File: config.mk
export PLATFORM = sky130hd
export DESIGN_NAME = febm_ram
export DESIGN_NICKNAME = d
export VERILOG_FILES = /design/src/rtl/febm_ram.sv
export SDC_FILE = /design/constraint.sdc
export NUM_CORES = 1
export LEC_CHECK = 0
export BUFFER_PORTS_ARGS = -buffer_cell sky130_fd_sc_hd__buf_2
export CAP_MARGIN = 20
export CORE_MARGIN = 3
export CORE_UTILIZATION = 60
export CTS_BUF_LIST = sky130_fd_sc_hd__clkbuf_16
export CTS_CLUSTER_SIZE = 10
export DETAILED_ROUTE_END_ITERATION = 10
export GPL_TIMING_DRIVEN = 0
export HOLD_SLACK_MARGIN = 0.03
export PLACE_DENSITY = 0.78
export SETUP_SLACK_MARGIN = 0.1
export SKIP_LAST_GASP = 1
export SYNTH_ARGS = -nofsm -noshare
export SYNTH_HDL_FRONTEND = slang
export SYNTH_SLANG_ARGS = --single-unit
File: constraint.sdc
create_clock -name clk -period 5.49 [get_ports clk]
set_clock_uncertainty 0.15 [all_clocks]
set_input_delay 0.549 -clock clk [delete_from_list [all_inputs] [get_ports clk]]
set_output_delay 0.549 -clock clk [all_outputs]
set_load 0.05 [all_outputs]
File: src/rtl/febm_ram.sv
// generic single-port ram with registered read
`timescale 1ns / 1ps
`default_nettype none
module febm_ram #(
	parameter int Width = 8,
	parameter int Depth = 16
) (
	input  wire logic                     clk,
	input  wire logic                     we,
	input  wire logic [$clog2(Depth)-1:0] addr,
	input  wire logic [Width-1:0]         wdata,
	output logic      [Width-1:0]         rdata
);
	logic [Width-1:0] mem [Depth];
	always_ff @(posedge clk) begin
		if (we) mem[addr] <= wdata;
		rdata <= mem[addr];
	end
endmodule
`default_nettype wire

### Word-level counts from Yosys, hierarchy flattened

Memories as Yosys holds them, arrays and structs flattened. A register that Yosys moved wholly into a read port is not among the register bits.
Index checks and enable logic that the tools add are counted.

* muxes and demuxes: 2
* bitwise operators: 0
* $add $sub $neg: 0
* $mul: 0
* divide/modulo/power cells: 0
* equality and inequality tests: 0
* reduce and logical (&&, ||, !) cells: 0
* shift-type cells: 0
* order comparisons: 0

Operators by type and width (count)
* 1-bit two-way mux: 2

* memories kept: 1
* register bits: 0
* bits in read-only memories: 0
* latch bits: 0
* bits in writable memories: 128
* logic and storage cells: 3
* output and inout bits: 8

Memories
* mem: depth 16, width 8, read ports 1, clocked after memory_dff 1, wr ports 1, line 14 `logic [Width-1:0] mem [Depth];`

### Longest topological paths before layout

Gate-level depths: netlist of the first run.

* depth in word-level cells: 2
* mapped depth: 5
* mapped depth without buffers: 3

### Least setup slack after synthesis of the first run

OpenSTA, ideal clock, no wires.

* path kind: input -> register
* start point: in addr[2]
* end point: mem mem[0][0] (enable)
* buffers on the path: 0
* setup slack: 3.298 ns
* stages: 2
* arrival time: 1.659 ns
* cells stage by stage: or3b_2 nor3_1

RTL lines
* from (decl): line 10 `input wire logic [$clog2(Depth)-1:0] addr,`
* to (decl): line 14

Straight into the memory's write port.

### Worst setup path after layout of the first run

* start point: in addr[1]
* end point: mem mem[3][4] (enable)

Straight into the memory's write port.

==> results.md, run 1 <==
* Mapped cell area at a little over 5000 um^2
* Crit start category: input pin
* Die ar. at approximately 9600 um^2
* Critical-path top delay cell: nor2_1
* Core Util, Final at 0.747
* Total power at 2.50 mW
* Share of post-route cells with drive strength above 1 at 0.312
* Most frequent cells in the layout: 128 x edfxtp_1, 32 x mux4_2, 22 x buf_2, 17 x clkbuf_16, 16 x a22oi_1
* Worst VDD drop at 307 uV
* I/O pin count at 22
* Layout Area Growth over Synthesis at 17.4%
* Final Max Tran Viols at 0
* Diodes inserted at 0
* CP Data Arrival Time at 2.18 ns
* Starting DRC count in detailed routing at about 370
* Fill count at 413
* Initial antenna violation count at 0
* Post-detail-place hpwl at 5.97 mm
* Mapped Cells at between 200 and 250
* Clock transition at path regs at 0.06 ns
* CTS sink count at 136
* R2R setup slack at ~4.0 ns
* Comb pwr share at 0.054
* Seq. cell area at roughly 4000 um^2
* H-tree depth at 4
* Root Driver: clkbuf_16
* Critical path class: in2reg
* Outcome: finished, final reports clean
* Measured slew at the worst slew-check pin at 0.808 ns
* Cell Chain, Critical Path: buf_2 -> buf_1 -> nand2_1 -> nor2_1
* Fmax at around 0.43 GHz
* Critical path startpoint: addr[1]
* Post-CTS setup buffer count at 0
* Antenna-violating nets left at 0
* Port bufs at 19
* CP endpoint kind: flip-flop
* Post-CTS sizing at 0
* CP Max Fanout at 10
* Hold Vio Cnt, Final at 0
* Max_cap viols at 0
* TritonCTS clock tree: built
* Fin crit share at 0.419
* Flops & latches, synth at 136
* Leak at just under 2 nW
* Clock Power Share at 0.480
* Fin Hold WS at between 0.3 and 0.4 ns
* Worst r2r src: mem[3][4]
* Vias in the first global route at 2518
* CTS Hold Bufs at 0
* Grt total ovfl at 0
* GRT Util Overall at 0.228
* Setup TNS at 0 ns
* Routed wire length at 10.1 mm
* DIE WIDTH at 97.9 um
* # setup viols final at 0
* Bufs on Longest Clock Path at 2
* Largest net degree at the start of global routing at 17
* Worst R2R End: rdata[4]
* Worst setup endpoint: mem[3][4]
* DR vias at about 2.5k
* First-pass GRT wire length at between 15 and 20 mm
* Setup WS post-layout at approximately 3.2 ns
* Initial Utilization at 0.636
* CP peak stage delay at roughly 0.7 ns
* Switching share of power at 0.199
* Routability Congestion at roughly 0.74
* TritonRoute pass-1 iters at 5
* Post-synthesis cell type count at 18
* Final #Nets at 286
* Avg Synthesized Cell Area at 22.0 um^2
* Reg2Reg Depth at 3
* Power Density at 421 nW/um^2
* Net Sw Power at 0.498 mW
* Tmin final at roughly 2.3 ns
* Worst-Skew Late Latency at between 0.4 and 0.5 ns
* Internal power at 2.00 mW
* HP Class: in2reg
* FP Rows at 32
* Sequential-to-total area share from yosys stat at 0.790
* Slew HR at 0.457
* YS warnings at 0
* Die span in y at 97.9 um
* Area occupied by multi-input gates at 1000 um^2
* TritonCTS Buffers at 17
* Part of the power in registers at 0.467
* Synthesized Nets at 244
* Core Box Area at around 8000 um^2
* RSZ-0062 raised after global routing: no
* Remaining DRCs at 0
* WL per Instance at roughly 26 um
* Setup WS pre-CTS at about 2.8 ns
* Most common cell after layout, fill and taps aside: edfxtp_1
* Critical Path RT at approximately 5.4 ns
* Vias per cell at 6.47
==> worst min-delay path by stage <==
stage	slack, ns	depth (start not counted)	end	from
after floorplan	0.48	3	rdata[0]	mem[14][0]
after global placement	0.52	3	rdata[3]	mem[10][3]
after detailed placement	0.53	3	rdata[1]	mem[10][1]
after CTS	0.39	1	mem[1][0]	wdata[0]
after global routing	0.40	1	mem[1][0]	wdata[0]
final	0.40	1	mem[8][0]	wdata[0]
==> through the flow <==
| step | instances | area, um^2 |
|---|---|---|
| floorplan | 230 | 5070 |
| global placement | 351 | 5290 |
| detailed placement | 354 | 5310 |
| CTS | 386 | 5940 |
| global route | 387 | 5950 |
| finish | 387 | 5950 |
==> cell usage after synthesis <==
master    instances  area share
clkbuf_1          2      0.0015
nand3b_1          2      0.0030
nor2_1           13      0.0096
clkbuf_2          1     0.00099
and2_1            1      0.0012
buf_1             4      0.0030
dfxtp_1           8       0.032
buf_2             2      0.0020
edfxtp_1        128        0.76
mux4_2           32        0.14
nor2b_1           2      0.0025
or3b_2            1      0.0017
nand2b_1          2      0.0025
a22oi_1          16       0.024
buf_6             2      0.0044
nand3_1           1     0.00099
nor3_1            4      0.0040
nand2_1           9      0.0067
==> final cells by class <==
class,instances,share of cell area
timing repair buffer,23,0.0202
tap,102,0.0215
multi-input combinational,83,0.169
sequential,136,0.673
buffer,11,0.0101
clock inverter,15,0.0351
clock buffer,17,0.0715
==> registers in the layout, indices dropped and copies added (netlist names) <==
signal  count
mem       128
rdata       8
==> metal layers <==
metal | up-vias | global-route usage | part of all wire
met3 | 17 | 0.0693 | 0.096
met2 | 153 | 0.343 | 0.50
met4 | 0 | 0.0809 | 0.016
met1 | 1286 | 0.323 | 0.39
li1 | 1049 | - | -
met5 | - | 0 | 0
==> power by group through the flow <==
stage / Sequential, mW / Combinational (mW) / Clock (mW)
floorplan: 1.21 / 0.0598 / 0
global placement: 1.19 / 0.128 / 0
detailed placement: 1.19 / 0.132 / 0
CTS: 1.17 / 0.134 / 1.21
global route: 1.17 / 0.141 / 1.26
finish: 1.17 / 0.134 / 1.20
==> critical path: cells and delay by family <==
kind / cells / cell delay [ns]
buffers and inverters: 2 / 0.71
AND/OR/NAND/NOR: 2 / 0.92
==> cell families (layout without fill, tap and decap cells) <==
group	Yosys count	after routing	synth area share
DFF	136	136	0.790
muxes	32	32	0.142
and+or+nand+nor	35	35	0.0321
AOI/OAI and AO/OA	16	16	0.0237
buffers and inverters	11	66	0.0119
No activity file was read; power rests on OpenSTA's default activity.
==> inputs of run 2 (changes only) <==
--- a/config.mk
+++ b/config.mk
@@ -5,16 +5,17 @@
 export SDC_FILE = /design/constraint.sdc
 export NUM_CORES = 1
 export LEC_CHECK = 0
+export ABC_AREA = 1
 export BUFFER_PORTS_ARGS = -buffer_cell sky130_fd_sc_hd__buf_2
 export CAP_MARGIN = 20
 export CORE_MARGIN = 3
-export CORE_UTILIZATION = 60
+export CORE_UTILIZATION = 55
 export CTS_BUF_LIST = sky130_fd_sc_hd__clkbuf_16
 export CTS_CLUSTER_SIZE = 10
 export DETAILED_ROUTE_END_ITERATION = 10
 export GPL_TIMING_DRIVEN = 0
 export HOLD_SLACK_MARGIN = 0.03
-export PLACE_DENSITY = 0.78
+export PLACE_DENSITY = 0.75
 export SETUP_SLACK_MARGIN = 0.1
 export SKIP_LAST_GASP = 1
 export SYNTH_ARGS = -nofsm -noshare
==> constraint.sdc (replaced) <==
create_clock -name clk -period 2 [get_ports clk]
set_clock_uncertainty 0.15 [all_clocks]
set_input_delay 0.2 -clock clk [delete_from_list [all_inputs] [get_ports clk]]
set_output_delay 0.2 -clock clk [all_outputs]
set_load 0.05 [all_outputs]
==> results.md, run 2 <==
* Outcome: finished, final reports clean
* TritonCTS clock tree: built
* I/O pin count at 22
* Post-CTS setup buffer count at 0
* Routed wire length at 12.1 mm
* Measured slew at the worst slew-check pin at 0.742 ns
* TritonRoute pass-1 iters at 5
* Top cells by area, synth: edfxtp_1 69%, nand2_1 23%, dfxtp_1 2.9%
* Flops & latches, synth at 136
* DP Cell Count at about 700
* CP endpoint kind: flip-flop
* Layout Area Growth over Synthesis at 15.1%
* Top flop regs: mem x128, rdata x8
* Vias per cell at 5.10
* WL per Instance at 16.5 um
* Crit start category: input pin
* CP Data Arrival Time at 1.76 ns
* Root Driver: clkbuf_16
* FP Rows at 36
* Mapped cell area at 5590 um^2
* Initial antenna violation count at 0
* Fill count at 770
* Clock transition at path regs at approximately 0.060 ns
* Diodes inserted at 0
* YS warnings at 0
* RSZ-0062 raised after global routing: yes
* Worst-Skew Late Latency at 0.41 ns
* Core Box Area at 9820 um^2
* Fin crit share at 0.937
* Remaining DRCs at 0
* GRT met3 Usage at 0.0608
* Cell Chain, Critical Path: buf_2 -> clkbuf_1 -> nand3_1 -> nor2_1
* Setup WS post-layout at 0.125 ns
* GR peak layer: met2
* Tmin final at 1.87 ns
* Critical Path RT at around 1.9 ns
* Net Sw Power at 1.48 mW
* Family with the most delay on the worst path: simple AND/OR/NAND/NOR gates
* Post-synthesis cell type count at 11
* Die ar. at about 11000 um^2
* Synthesized Nets at 562
* Grt total ovfl at 0
* Vias in the first global route at 3802
* H-tree depth at 4
* DR vias at 3738
* CP peak stage delay at ~0.66 ns
* Share of post-route cells with drive strength above 1 at 0.123
* Clock Power Share at 0.445
* Most common cell in the synthesized netlist: nand2_1
* Routability Congestion at approximately 0.9
* Comb pwr share at 0.069
* Internal power at 5.10 mW
* # setup viols final at 0
* CP Max Fanout at 10
* Power Density at 1020 nW/um^2
* Initial Utilization at 0.570
* Post-detail-place hpwl at 7.71 mm
* HP Class: in2reg
* Most frequent cells in the layout: 346 x nand2_1, 128 x edfxtp_1, 32 x buf_2, 22 x inv_1, 17 x clkbuf_16
* Slew HR at 0.504
* Top reg by flops: mem
* Die span in y at between 100 and 150 um
* Area share of the largest cell type after synthesis at 0.687
* Post-CTS sizing at 0
* Leak at 2.77 nW
* Setup WS pre-CTS at -0.298 ns
* Setup TNS at 0 ns
* Final non-filler cell total at 733
* Sequential-to-total area share from yosys stat at 0.716
* Met1 usage in global routing at 0.295
* Port bufs at 20
* Worst VDD drop at 553 uV
* Fmax at roughly 0.53 GHz
* Max FFs per register at 128
* First-pass GRT wire length at 19.4 mm
* Part of the power in registers at 0.487
* Avg Synthesized Cell Area at 10.2 um^2
* EDFF count, synth at approximately 130
* Antenna-violating nets left at 0
* TritonCTS Buffers at 17
* Bufs on Longest Clock Path at 2
* GRT Util Overall at 0.232
* Synth Flop Type: edfxtp_1
* Max_cap viols at 0
* Most common cell after layout, fill and taps aside: nand2_1
* Commonest cells in the synthesized netlist: 346 x nand2_1, 128 x edfxtp_1, 21 x inv_1, 18 x nor2_1, 12 x buf_2
* Starting DRC count in detailed routing at between 300 and 400
* Final Max Tran Viols at 0
* CTS sink count at 136
* Core Util, Final at 0.656
* Largest net degree at the start of global routing at 17
* Seq. cell area at 4000 um^2
* Critical path class: in2reg
* M2 GR Usage at 0.373
* Mapped Cells at 548
* Buffers & Inverters on Critical Path at 2
* Post-synth top area cell: edfxtp_1
* CTS Hold Bufs at 0
* Final #Nets at 601
* Hold Vio Cnt, Final at 0
* Area occupied by multi-input gates at 1400 um^2
* Fin Hold WS at 0.0705 ns
* Switching share of power at 0.225
* DIE WIDTH at 107 um
* Critical-path top delay cell: nor2_1
* Synth async-reset ratio at 0
run 2: power groups by stage:
| stage | combinational (mW) | sequential [mW] | clock (mW) |
|---|---|---|---|
| after global routing | 0.505 | 3.21 | 3.08 |
| after detailed placement | 0.448 | 3.26 | 0 |
| final | 0.453 | 3.20 | 2.93 |
| after floorplan | 0.220 | 3.33 | 0 |
| after global placement | 0.440 | 3.26 | 0 |
| after CTS | 0.451 | 3.20 | 2.95 |
run 2: layout make-up:
class                           count  share of cell area
Multi-Input combinational cell    368               0.218
Tap cell                          133              0.0259
Clock inverter                     15              0.0214
Sequential cell                   136               0.622
Timing Repair Buffer               20              0.0155
Inverter                           23              0.0134
Clock buffer                       17              0.0661
Buffer                             21              0.0181
run 2: kinds of logic after synthesis:
| kind of cell | after synthesis | synth area share |
|---|---|---|
| buf+inv | 44 | 0.0362 |
| flops | 136 | 0.716 |
| simple gates | 368 | 0.248 |
run 2: final timing paths:
kind | cells past startpoint | to | slack (ns) | from
setup / recovery | 4 | mem[6][1] | 0.13 | addr[1]
hold / removal | 1 | mem[13][4] | 0.07 | wdata[4]
setup reg to reg | 8 | rdata[5] | 0.83 | mem[7][5]
hold reg to reg | 8 | rdata[5] | 0.55 | mem[10][5]
run 2: per-layer routing:
| metal | vias up | wire length, um |
|---|---|---|
| met5 | - | 0 |
| met4 | 0 | 419 |
| met3 | 32 | 876 |
| met2 | 152 | 5960 |
| met1 | 1726 | 4870 |
| li1 | 1828 | - |
run 2: stage by stage:
step,power [mW],cell area [um^2]
2_1_floorplan,3.55,5590
3_3_place_gp,3.70,5860
3_5_place_dp,3.71,5860
4_1_cts,6.61,6420
5_1_grt,6.79,6440
6_report,6.58,6440
run 2: worst register-to-register path, cell delays in order (launching register included):
cell      delay [ns]
edfxtp_1        0.36
nand2_1         0.08
nand2_1         0.09
nand2_1         0.07
nand2_1         0.06
nand2_1         0.06
nand2_1         0.09
inv_1           0.06
nand2_1         0.04
